**config.mk**
```make
export PLATFORM = sky130hd
export DESIGN_NAME = epoch_sync_checker_top
export DESIGN_NICKNAME = d
export VERILOG_FILES = /design/src/sv/esc_pkg.sv /design/src/sv/esc_front.sv /design/src/sv/esc_queue.sv /design/src/sv/esc_back.sv /design/src/sv/epoch_sync_checker_top.sv
export VERILOG_INCLUDE_DIRS = /design/src /design/src/sv
export SDC_FILE = /design/constraint.sdc
export NUM_CORES = 2
export LEC_CHECK = 0
export BUFFER_PORTS_ARGS = -buffer_cell sky130_fd_sc_hd__buf_2
export CORE_UTILIZATION = 35
export DETAILED_ROUTE_END_ITERATION = 7
export SYNTH_ARGS = -nofsm -noshare
export SYNTH_HDL_FRONTEND = slang
export SYNTH_HIERARCHICAL = 1
export SYNTH_SLANG_ARGS = --single-unit
```
**constraint.sdc**
```tcl
create_clock -name clk -period 21.8 [get_ports clk]
set_input_delay 4.36 -clock clk [delete_from_list [all_inputs] [get_ports clk]]
set_output_delay 4.36 -clock clk [all_outputs]
set_load 0.05 [all_outputs]
```
**src/sv/assert_macros.svh**
```systemverilog
// Assertion macros used by the epoch sync checker back end (esc_back).
// Each macro samples on posedge clk and is disabled while rst_n is low.
`ifndef ASSERT_MACROS_SVH
`define ASSERT_MACROS_SVH

// Same-cycle implication.
`define ASSERT_IMP(lbl, ante, cons, msg) \
  lbl: assert property (@(posedge clk) disable iff (!rst_n) (ante) |-> (cons)) else $error(msg);

// Next-cycle implication.
`define ASSERT_NEXT(lbl, ante, cons, msg) \
  lbl: assert property (@(posedge clk) disable iff (!rst_n) (ante) |=> (cons)) else $error(msg);

`endif

```
**src/sv/esc_pkg.sv**
```systemverilog
// Package for the epoch sync checker: widths, codes, decoded item type.
// Used by every module of the block; depends on nothing.
package esc_pkg;

  localparam int WORD_W      = 64;
  localparam int CHIP_W      = 8;
  localparam int EPOCH_W     = 24;
  localparam int CNT_W       = 32;
  localparam int CHIP_SLOTS  = 128;
  localparam int CHIP_IDX_W  = $clog2(CHIP_SLOTS);
  localparam int Q_DEPTH     = 4;
  localparam int Q_PTR_W     = $clog2(Q_DEPTH);
  localparam int Q_CNT_W     = $clog2(Q_DEPTH + 1);

  localparam logic [47:0]        END_MARK    = 48'hdeadbeeeeeef;
  localparam logic [3:0]         TYPE_EPOCH  = 4'h1;
  localparam logic [CHIP_W-1:0]  GLOBAL_CHIP = 8'hFF;
  localparam logic [CHIP_W-1:0]  LAST_CHIP   = 8'd120;
  localparam logic [EPOCH_W-1:0] EPOCH_MAX   = 24'hFFFFFF;

  typedef enum logic [2:0] {
    ST_END          = 3'd0,
    ST_OTHER        = 3'd1,
    ST_GLOBAL_OK    = 3'd2,
    ST_GLOBAL_JUMP  = 3'd3,
    ST_GLOBAL_OVF   = 3'd4,
    ST_CHIP_OK      = 3'd5,
    ST_CHIP_DRIFT   = 3'd6,
    ST_CHIP_IGNORED = 3'd7
  } status_t;

  typedef enum logic [2:0] {
    CLS_END,
    CLS_OTHER,
    CLS_GLOBAL,
    CLS_CHIP,
    CLS_IGNORED
  } cls_t;

  typedef struct packed {
    cls_t               cls;
    logic [CHIP_W-1:0]  chip;
    logic [EPOCH_W-1:0] epoch;
  } item_t;

endpackage

```
**src/sv/esc_front.sv**
```systemverilog
// Front end of the epoch sync checker: accepts raw words and classifies them.
// Depends on esc_pkg; feeds esc_queue.
module esc_front import esc_pkg::*; (
  input  logic              in_valid,
  output logic              in_ready,
  input  logic [WORD_W-1:0] in_message_word,
  input  logic              q_full,
  output logic              push,
  output item_t             push_item
);

  logic [3:0] kind;

  assign kind     = in_message_word[3:0];
  assign in_ready = !q_full;
  assign push     = in_valid && !q_full;

  // Decode fields and classify the word
  always_comb begin
    push_item.chip  = in_message_word[47:40];
    push_item.epoch = in_message_word[31:8];
    priority if (in_message_word[47:0] == END_MARK) begin
      push_item.cls = CLS_END;
    end else if (kind != TYPE_EPOCH) begin
      push_item.cls = CLS_OTHER;
    end else if (push_item.chip == GLOBAL_CHIP) begin
      push_item.cls = CLS_GLOBAL;
    end else if (push_item.chip <= LAST_CHIP) begin
      push_item.cls = CLS_CHIP;
    end else begin
      push_item.cls = CLS_IGNORED;
    end
  end

endmodule

```
**src/sv/esc_queue.sv**
```systemverilog
// Short request queue between the front end and the back end.
// Depends on esc_pkg for the item type and depth.
module esc_queue import esc_pkg::*; (
  input  logic  clk,
  input  logic  rst_n,
  input  logic  push,
  input  item_t push_item,
  input  logic  pop,
  output logic  full,
  output logic  not_empty,
  output item_t head_item
);

  item_t              slot_r [Q_DEPTH];
  logic [Q_PTR_W-1:0] wr_ptr_r, rd_ptr_r;
  logic [Q_CNT_W-1:0] count_r, count_nxt;

  assign full      = (count_r == Q_CNT_W'(Q_DEPTH));
  assign not_empty = (count_r != '0);
  assign head_item = slot_r[rd_ptr_r];

  always_comb begin
    count_nxt = count_r;
    unique case ({push, pop})
      2'b10:   count_nxt = count_r + 1'b1;
      2'b01:   count_nxt = count_r - 1'b1;
      default: count_nxt = count_r;
    endcase
  end

  // Advance pointers and count
  always_ff @(posedge clk) begin
    if (!rst_n) begin
      wr_ptr_r <= '0;
      rd_ptr_r <= '0;
      count_r  <= '0;
    end else begin
      if (push) wr_ptr_r <= wr_ptr_r + 1'b1;
      if (pop)  rd_ptr_r <= rd_ptr_r + 1'b1;
      count_r <= count_nxt;
    end
  end

  // Store pushed requests
  always_ff @(posedge clk) begin
    if (push) slot_r[wr_ptr_r] <= push_item;
  end

endmodule

```
**src/sv/esc_back.sv**
```systemverilog
// Back end of the epoch sync checker: global epoch and counter update, chip lag
// table read-modify-write over two stages, output register. Depends on esc_pkg.
module esc_back import esc_pkg::*; (
  input  logic               clk,
  input  logic               rst_n,
  input  logic               q_valid,
  input  item_t              q_item,
  output logic               q_pop,
  output logic               out_valid,
  input  logic               out_ready,
  output logic [2:0]         out_status,
  output logic [CHIP_W-1:0]  out_chip_id,
  output logic [EPOCH_W-1:0] out_epoch_value,
  output logic [EPOCH_W-1:0] out_previous_global,
  output logic [EPOCH_W-1:0] out_lag_now,
  output logic [EPOCH_W-1:0] out_lag_before,
  output logic [CNT_W-1:0]   out_epochs_since_error
);

  `include "assert_macros.svh"

  // Held state
  logic [EPOCH_W-1:0] glob_r, glob_nxt;
  logic [CNT_W-1:0]   cnt_r, cnt_nxt;

  // Chip lag table and its valid bits
  logic [EPOCH_W-1:0] lag_mem [CHIP_SLOTS];
  logic [CHIP_SLOTS-1:0] lag_vld_r;

  // Stage B registers
  logic               b_valid_r;
  status_t            b_status_r;
  logic [CHIP_W-1:0]  b_chip_r;
  logic [EPOCH_W-1:0] b_epoch_r, b_prev_r, b_lag_r, b_fwd_lag_r, rd_data_r;
  logic [CNT_W-1:0]   b_count_r;
  logic               b_is_chip_r, b_fwd_r, rd_vld_r;

  // Output registers
  logic               out_valid_r;
  status_t            out_status_r;
  logic [CHIP_W-1:0]  out_chip_r;
  logic [EPOCH_W-1:0] out_epoch_r, out_prev_r, out_lag_now_r, out_lag_before_r;
  logic [CNT_W-1:0]   out_count_r;

  // Stage A signals
  logic                  out_load, b_take, fwd;
  logic [CHIP_IDX_W-1:0] a_addr, b_addr;
  status_t               a_status, b_final_status;
  logic [EPOCH_W-1:0]    a_lag, a_lag_calc, b_lag_before;
  logic [CNT_W-1:0]      a_count, cnt_inc;

  // Assertion terms
  logic                  chk_jump, chk_ovf, chk_lag_set, chk_out_chip;

  assign out_load = b_valid_r && (!out_valid_r || out_ready);
  assign b_take   = !b_valid_r || out_load;
  assign q_pop    = q_valid && b_take;
  assign a_addr   = q_item.chip[CHIP_IDX_W-1:0];
  assign b_addr   = b_chip_r[CHIP_IDX_W-1:0];
  // Stage B writes the same entry that stage A reads at this edge
  assign fwd      = out_load && b_is_chip_r && (q_item.cls == CLS_CHIP) &&
                    (b_addr == a_addr);

  assign cnt_inc    = (cnt_r == '1) ? cnt_r : cnt_r + 1'b1;
  assign a_lag_calc = (glob_r > q_item.epoch) ? glob_r - q_item.epoch
                                              : glob_r - q_item.epoch - 1'b1;

  // Classify against held global state
  always_comb begin
    glob_nxt = glob_r;
    cnt_nxt  = cnt_r;
    a_status = ST_OTHER;
    a_lag    = '0;
    a_count  = cnt_r;
    unique case (q_item.cls)
      CLS_END:     a_status = ST_END;
      CLS_OTHER:   a_status = ST_OTHER;
      CLS_GLOBAL: begin
        a_count  = cnt_inc;
        cnt_nxt  = cnt_inc;
        glob_nxt = q_item.epoch;
        if (glob_r == EPOCH_MAX) begin
          a_status = ST_GLOBAL_OVF;
        end else if (glob_r + 1'b1 != q_item.epoch) begin
          a_status = ST_GLOBAL_JUMP;
          cnt_nxt  = '0;
        end else begin
          a_status = ST_GLOBAL_OK;
        end
      end
      CLS_CHIP: begin
        a_status = ST_CHIP_OK;
        a_lag    = a_lag_calc;
      end
      CLS_IGNORED: a_status = ST_CHIP_IGNORED;
      default:     a_status = ST_OTHER;
    endcase
  end

  // Update global epoch and error-free counter in request order
  always_ff @(posedge clk) begin
    if (!rst_n) begin
      glob_r <= '0;
      cnt_r  <= '0;
    end else if (q_pop) begin
      glob_r <= glob_nxt;
      cnt_r  <= cnt_nxt;
    end
  end

  // Read and write the lag table
  always_ff @(posedge clk) begin
    if (q_pop) rd_data_r <= lag_mem[a_addr];
    if (out_load && b_is_chip_r) lag_mem[b_addr] <= b_lag_r;
  end

  // Mark written entries; unwritten ones read as zero
  always_ff @(posedge clk) begin
    if (!rst_n) begin
      lag_vld_r <= '0;
    end else if (out_load && b_is_chip_r) begin
      lag_vld_r[b_addr] <= 1'b1;
    end
  end

  // Stage B control
  always_ff @(posedge clk) begin
    if (!rst_n) begin
      b_valid_r <= 1'b0;
    end else if (b_take) begin
      b_valid_r <= q_pop;
    end
  end

  // Stage B payload
  always_ff @(posedge clk) begin
    if (q_pop) begin
      b_status_r  <= a_status;
      b_chip_r    <= q_item.chip;
      b_epoch_r   <= q_item.epoch;
      b_prev_r    <= glob_r;
      b_lag_r     <= a_lag;
      b_count_r   <= a_count;
      b_is_chip_r <= (q_item.cls == CLS_CHIP);
      b_fwd_r     <= fwd;
      b_fwd_lag_r <= b_lag_r;
      rd_vld_r    <= lag_vld_r[a_addr];
    end
  end

  // Resolve stored lag and drift
  always_comb begin
    b_lag_before   = '0;
    b_final_status = b_status_r;
    if (b_is_chip_r) begin
      if (b_fwd_r) begin
        b_lag_before = b_fwd_lag_r;
      end else if (rd_vld_r) begin
        b_lag_before = rd_data_r;
      end
      b_final_status = (b_lag_r != b_lag_before) ? ST_CHIP_DRIFT : ST_CHIP_OK;
    end
  end

  // Output register control
  always_ff @(posedge clk) begin
    if (!rst_n) begin
      out_valid_r <= 1'b0;
    end else if (!out_valid_r || out_ready) begin
      out_valid_r <= b_valid_r;
    end
  end

  // Output register payload
  always_ff @(posedge clk) begin
    if (out_load) begin
      out_status_r     <= b_final_status;
      out_chip_r       <= b_chip_r;
      out_epoch_r      <= b_epoch_r;
      out_prev_r       <= b_prev_r;
      out_lag_now_r    <= b_lag_r;
      out_lag_before_r <= b_lag_before;
      out_count_r      <= b_count_r;
    end
  end

  assign out_valid              = out_valid_r;
  assign out_status             = out_status_r;
  assign out_chip_id            = out_chip_r;
  assign out_epoch_value        = out_epoch_r;
  assign out_previous_global    = out_prev_r;
  assign out_lag_now            = out_lag_now_r;
  assign out_lag_before         = out_lag_before_r;
  assign out_epochs_since_error = out_count_r;

  assign chk_jump     = q_pop && (a_status == ST_GLOBAL_JUMP);
  assign chk_ovf      = q_pop && (a_status == ST_GLOBAL_OVF);
  assign chk_lag_set  = out_valid_r && (out_lag_before_r != '0);
  assign chk_out_chip = (out_status_r == ST_CHIP_OK) || (out_status_r == ST_CHIP_DRIFT);

  `ASSERT_NEXT(a_jump_clears, chk_jump, cnt_r == '0, "counter not cleared after jump")
  `ASSERT_IMP(a_ovf_held_max, chk_ovf, glob_r == EPOCH_MAX, "overflow without all-ones epoch")
  `ASSERT_IMP(a_fwd_chip, b_valid_r && b_fwd_r, b_is_chip_r, "forwarded lag on non-chip request")
  `ASSERT_IMP(a_lag_chip_only, chk_lag_set, chk_out_chip, "stored lag reported for non-chip word")

endmodule

```
**src/sv/epoch_sync_checker_top.sv**
```systemverilog
// Epoch sync checker: checks global and per-chip epoch consistency of a
// 64-bit readout word stream, one result per word.
// Channels: in_valid/in_ready carry in_message_word; out_valid/out_ready carry
// the result fields out_status .. out_epochs_since_error. A word is taken on
// an edge where valid and ready are both high.
// Throughput: one word per cycle while out_ready stays high. The chip lag table
// is read in one stage and written in the next, with forwarding between
// neighbors, so its single read and write port set that rate.
// Path: an accepted word is written into the queue, then held in the lag stage,
// then loaded into the output register that presents its result.
// Reset (rst_n low, synchronous): global epoch and error-free count go to
// zero, and all chip lag table valid bits clear at once, so no clearing pass
// is needed; the queue and both stages empty.
// Stall: when out_ready is low the result holds in the output register, the
// lag stage holds one more, and the four-entry queue absorbs further words;
// in_ready drops only when that queue is full.
// Depends on esc_pkg, esc_front, esc_queue and esc_back.
module epoch_sync_checker_top import esc_pkg::*; (
  input  logic               clk,
  input  logic               rst_n,
  input  logic               in_valid,
  output logic               in_ready,
  input  logic [WORD_W-1:0]  in_message_word,
  output logic               out_valid,
  input  logic               out_ready,
  output logic [2:0]         out_status,
  output logic [CHIP_W-1:0]  out_chip_id,
  output logic [EPOCH_W-1:0] out_epoch_value,
  output logic [EPOCH_W-1:0] out_previous_global,
  output logic [EPOCH_W-1:0] out_lag_now,
  output logic [EPOCH_W-1:0] out_lag_before,
  output logic [CNT_W-1:0]   out_epochs_since_error
);

  logic  q_full, q_not_empty, push, pop;
  item_t push_item, head_item;

  esc_front u_front (
    .in_valid        (in_valid),
    .in_ready        (in_ready),
    .in_message_word (in_message_word),
    .q_full          (q_full),
    .push            (push),
    .push_item       (push_item)
  );

  esc_queue u_queue (
    .clk       (clk),
    .rst_n     (rst_n),
    .push      (push),
    .push_item (push_item),
    .pop       (pop),
    .full      (q_full),
    .not_empty (q_not_empty),
    .head_item (head_item)
  );

  esc_back u_back (
    .clk                    (clk),
    .rst_n                  (rst_n),
    .q_valid                (q_not_empty),
    .q_item                 (head_item),
    .q_pop                  (pop),
    .out_valid              (out_valid),
    .out_ready              (out_ready),
    .out_status             (out_status),
    .out_chip_id            (out_chip_id),
    .out_epoch_value        (out_epoch_value),
    .out_previous_global    (out_previous_global),
    .out_lag_now            (out_lag_now),
    .out_lag_before         (out_lag_before),
    .out_epochs_since_error (out_epochs_since_error)
  );

endmodule

```
==> metrics.csv <==
stage,metric,value,unit
yosys,register area share after synthesis,76.3,%
placed_design,placed cells,11831,
yosys,"EDFF count, synth",3517,
sta,Worst-Margin Slew,1240,ps
final_layout,fill cell count,35234,
setup_path,"Max FO, Critical Path",89,
setup_path,reg2reg setup slack,14130,ps
floorplanning,Rows,234,
yosys,"count leader, synth",edfxtp_1,
global_routing,largest net degree at the start of global routing,144,
setup_path,Worst Path Buf+Inv,5,
yosys,mean post-synth cell area,22.4,µm²
yosys,"FFs w/ async S/R, synth",0,%
sta,setup ws final,14130,ps
clock_tree,htree depth,5,
setup_path,Crit Path Class,flip-flop to flip-flop,
sta,minimum clock period,7670,ps
final_layout,proportion of layout cells with a drive suffix above 1,30.5,%
routing,DRT Wirelength,360000,µm
routing,Routed WL per cell,28.7,µm
sta,Fin Setup TNS,0,ps
setup_path,cells along the critical path,"buf_4, mux4_4, buf_12, buf_4, buf_4, buf_4, mux4_2, mux4_2, mux4_2, mux2_2",
pwr,total power,23.0,mW
yosys,Mapped Area,144000,µm²
routing,Initial DRT Pass Iterations,6,
placed_design,IO Port Bufs,192,
pwr,Worst VDD drop,0.116,mV
hold_path,hold path endpoint,u_back/out_previous_global[18],
pwr,combinational share of power,32.4,%
clock_tree,Clock Latency Late Sink,960,ps
yosys,Mapped Cells,6403,
yosys,yosys warns,6,
routing,post-route antenna net violation count,0,
sta,Max Clock Skew,68.0,ps
routing,via count,67876,
yosys,#FFs+latches synth,3712,
hold_path,hold crit path type,flip-flop to flip-flop,
sta,final setup violation count,0,
hold_path,hold wc startpoint,u_back/b_prev_r[18],
clock_tree,CTS tree,done,
pwr,Net Sw Power,7.61,mW
pwr,Int Pwr,15.4,mW
sta,Max Slew Vio Count,0,
setup_path,worst stage delay on the critical path,900,ps
yosys,Cell variety after synth,86,
yosys,"top cells by count, synth","edfxtp_1 (3,517), mux4_2 (1,080), clkbuf_1 (241)",
setup_path,Worst setup EP type,flip-flop,
clock_tree,"Setup Fix Bufs, Post-CTS",0,
global_routing,vias in the first global route,68939,
setup_path,"delay-heaviest family, CP",buffers and inverters,
global_routing,grt ovf,0,
pwr,Leak,50.6,nW
sta,unrepaired setup endpoints after global routing,no,
routing,DRC Markers,0,
floorplanning,die width,642,µm
routing,Via density,5.41,
global_routing,total track usage,17.1,%
status,status,completed,
yosys,"Primary FF master, synth",edfxtp_1,
global_routing,first-pass GRT wire length,510000,µm
hold_path,worst hold path depth,0,
floorplanning,Die Y-Extent,642,µm
clock_tree,clk sink count,3712,
yosys,"area leader, netlist",edfxtp_1,
setup_path,startpoint class of the critical path,flip-flop,
sta,worst rel slew slack,17.5,%
sta,Final Hold Vio Count,0,
run,max-cap check violation count,0,
clock_tree,Worst-path clk slew,60,ps
clock_tree,maximum buffer depth of the clock tree,4,
final_layout,"non-filler cells, final",12546,
final_layout,fin nets,6881,
setup_path,worst r2r dst,u_back/rd_data_r[5],
placed_design,pre-CTS WS,13590,ps
floorplanning,Starting Density,35.2,%
setup_path,cells on worst reg2reg path,10,
floorplanning,Core Box Area,407000,µm²
routing,DRT iter0 DRCs,7836,
setup_path,CP dominant cell by count,buf_4,
floorplanning,I/O pin total,209,
placed_design,final RePlAce weighted congestion,0.829,
setup_path,Critical Path AT,8350,ps
final_layout,Util after Layout,40.3,%
clock_tree,CTS Buf Count,374,
clock_tree,cts hold-fix bufs,0,
floorplanning,die area,413000,µm²
yosys,post-synth top area share,73.6,%
setup_path,Critical Path RT,22480,ps
pwr,Switching Fraction,33.1,%
yosys,synth top area cells,"edfxtp_1 (74%), mux4_2 (17%), dfxtp_1 (2.7%)",
global_routing,initial antenna violation count,28,
placed_design,dpl hpwl,203000,µm
sta,Max Clk Rate,0.130,GHz
final_layout,Synth-to-Final Area Change,14.3,%
yosys,syn_nets,6505,
final_layout,"Design Area, Final",164000,µm²
pwr,PD cells,140,nW/µm²
placed_design,Placed Area,152000,µm²
clock_tree,Root Buffer,clkbuf_16,
sta,Hold WS,407,ps
pwr,Reg power frac,40.3,%
pwr,Clock power frac,27.3,%
clock_tree,Post-CTS Resized,0,
sta,Final period util,35.2,%
setup_path,slowest CP cell,mux4_4,
==> metal layers <==
metal,track usage (%),routed length [µm],vias up
li1,-,-,27804
met1,23.4,149000,37008
met3,2.61,24700,523
met5,0,13,-
met2,28.0,175000,2539
met4,5.42,11200,2
==> layout make-up <==
cell class / instances / area [µm²] / area share [%]
inverter: 46 / 173 / 0.105
timing repair buffer: 357 / 2310 / 1.41
tap: 5428 / 6790 / 4.14
clock inverter: 206 / 1930 / 1.18
sequential: 3712 / 110000 / 66.8
clock buffer: 471 / 10000 / 6.13
multi-input combinational: 2288 / 33100 / 20.2
antenna: 38 / 95.1 / 0.0580
==> registers in the layout, summed over array words and instances, names as in the netlist, 32 cells and up, named ones only <==
register,count
u_back/cnt_r,32
u_queue/slot_r,140
u_back/b_count_r,32
u_back/lag_vld_r,128
u_back/out_epochs_since_error,32
u_back/lag_mem,3072
==> cells by family (layout without fill, tap and decap cells) <==
kind of cell	count (synthesis)	in the layout	share of synthesized area, %
buffers and inverters	403	1080	1.19
other	0	38	0
adders and majority gates	34	34	0.307
and+or+nand+nor	632	632	2.20
DFF	3712	3712	76.3
AOI/OAI and AO/OA	370	370	1.88
muxes	1119	1119	17.3
xor gates and xnor gates	133	133	0.812
==> power by group through the flow <==
stage	Clock [mW]	Combinational, mW	Sequential, mW
6_report	6.28	7.47	9.28
2_1_floorplan	0	3.90	10.2
3_5_place_dp	0	7.53	9.43
3_3_place_gp	0	7.40	9.41
5_1_grt	6.65	7.80	9.30
4_1_cts	6.39	7.54	9.28
==> worst max path at each step <==
stage | from | cells after the start | to | slack [ps]
final | flip-flop | 10 | u_back/rd_data_r[5] | 14130
after global routing | flip-flop | 10 | u_back/rd_data_r[5] | 13470
after CTS | flip-flop | 10 | u_back/rd_data_r[5] | 13840
after detailed placement | out_ready | 7 | u_back/lag_mem[114][19] | 13590
after global placement | out_ready | 7 | u_back/lag_mem[114][19] | 13710
after floorplan | out_ready | 6 | u_back/lag_mem[104][0] | 8000
==> cells in the final DEF, fill, tap and decap left out, types with 45 or more instances in the layout <==
cell type / instances
edfxtp_1: 3517
dfxtp_1: 194
mux4_2: 1074
nor2_4: 92
inv_1: 46
o21a_1: 138
xnor2_1: 85
buf_2: 191
clkbuf_16: 386
nand3_1: 45
xor2_1: 48
buf_4: 157
nor2_1: 83
clkinv_1: 69
clkbuf_1: 78
nand2_1: 132
clkinv_2: 69
No activity file was read; power rests on OpenSTA's default activity.
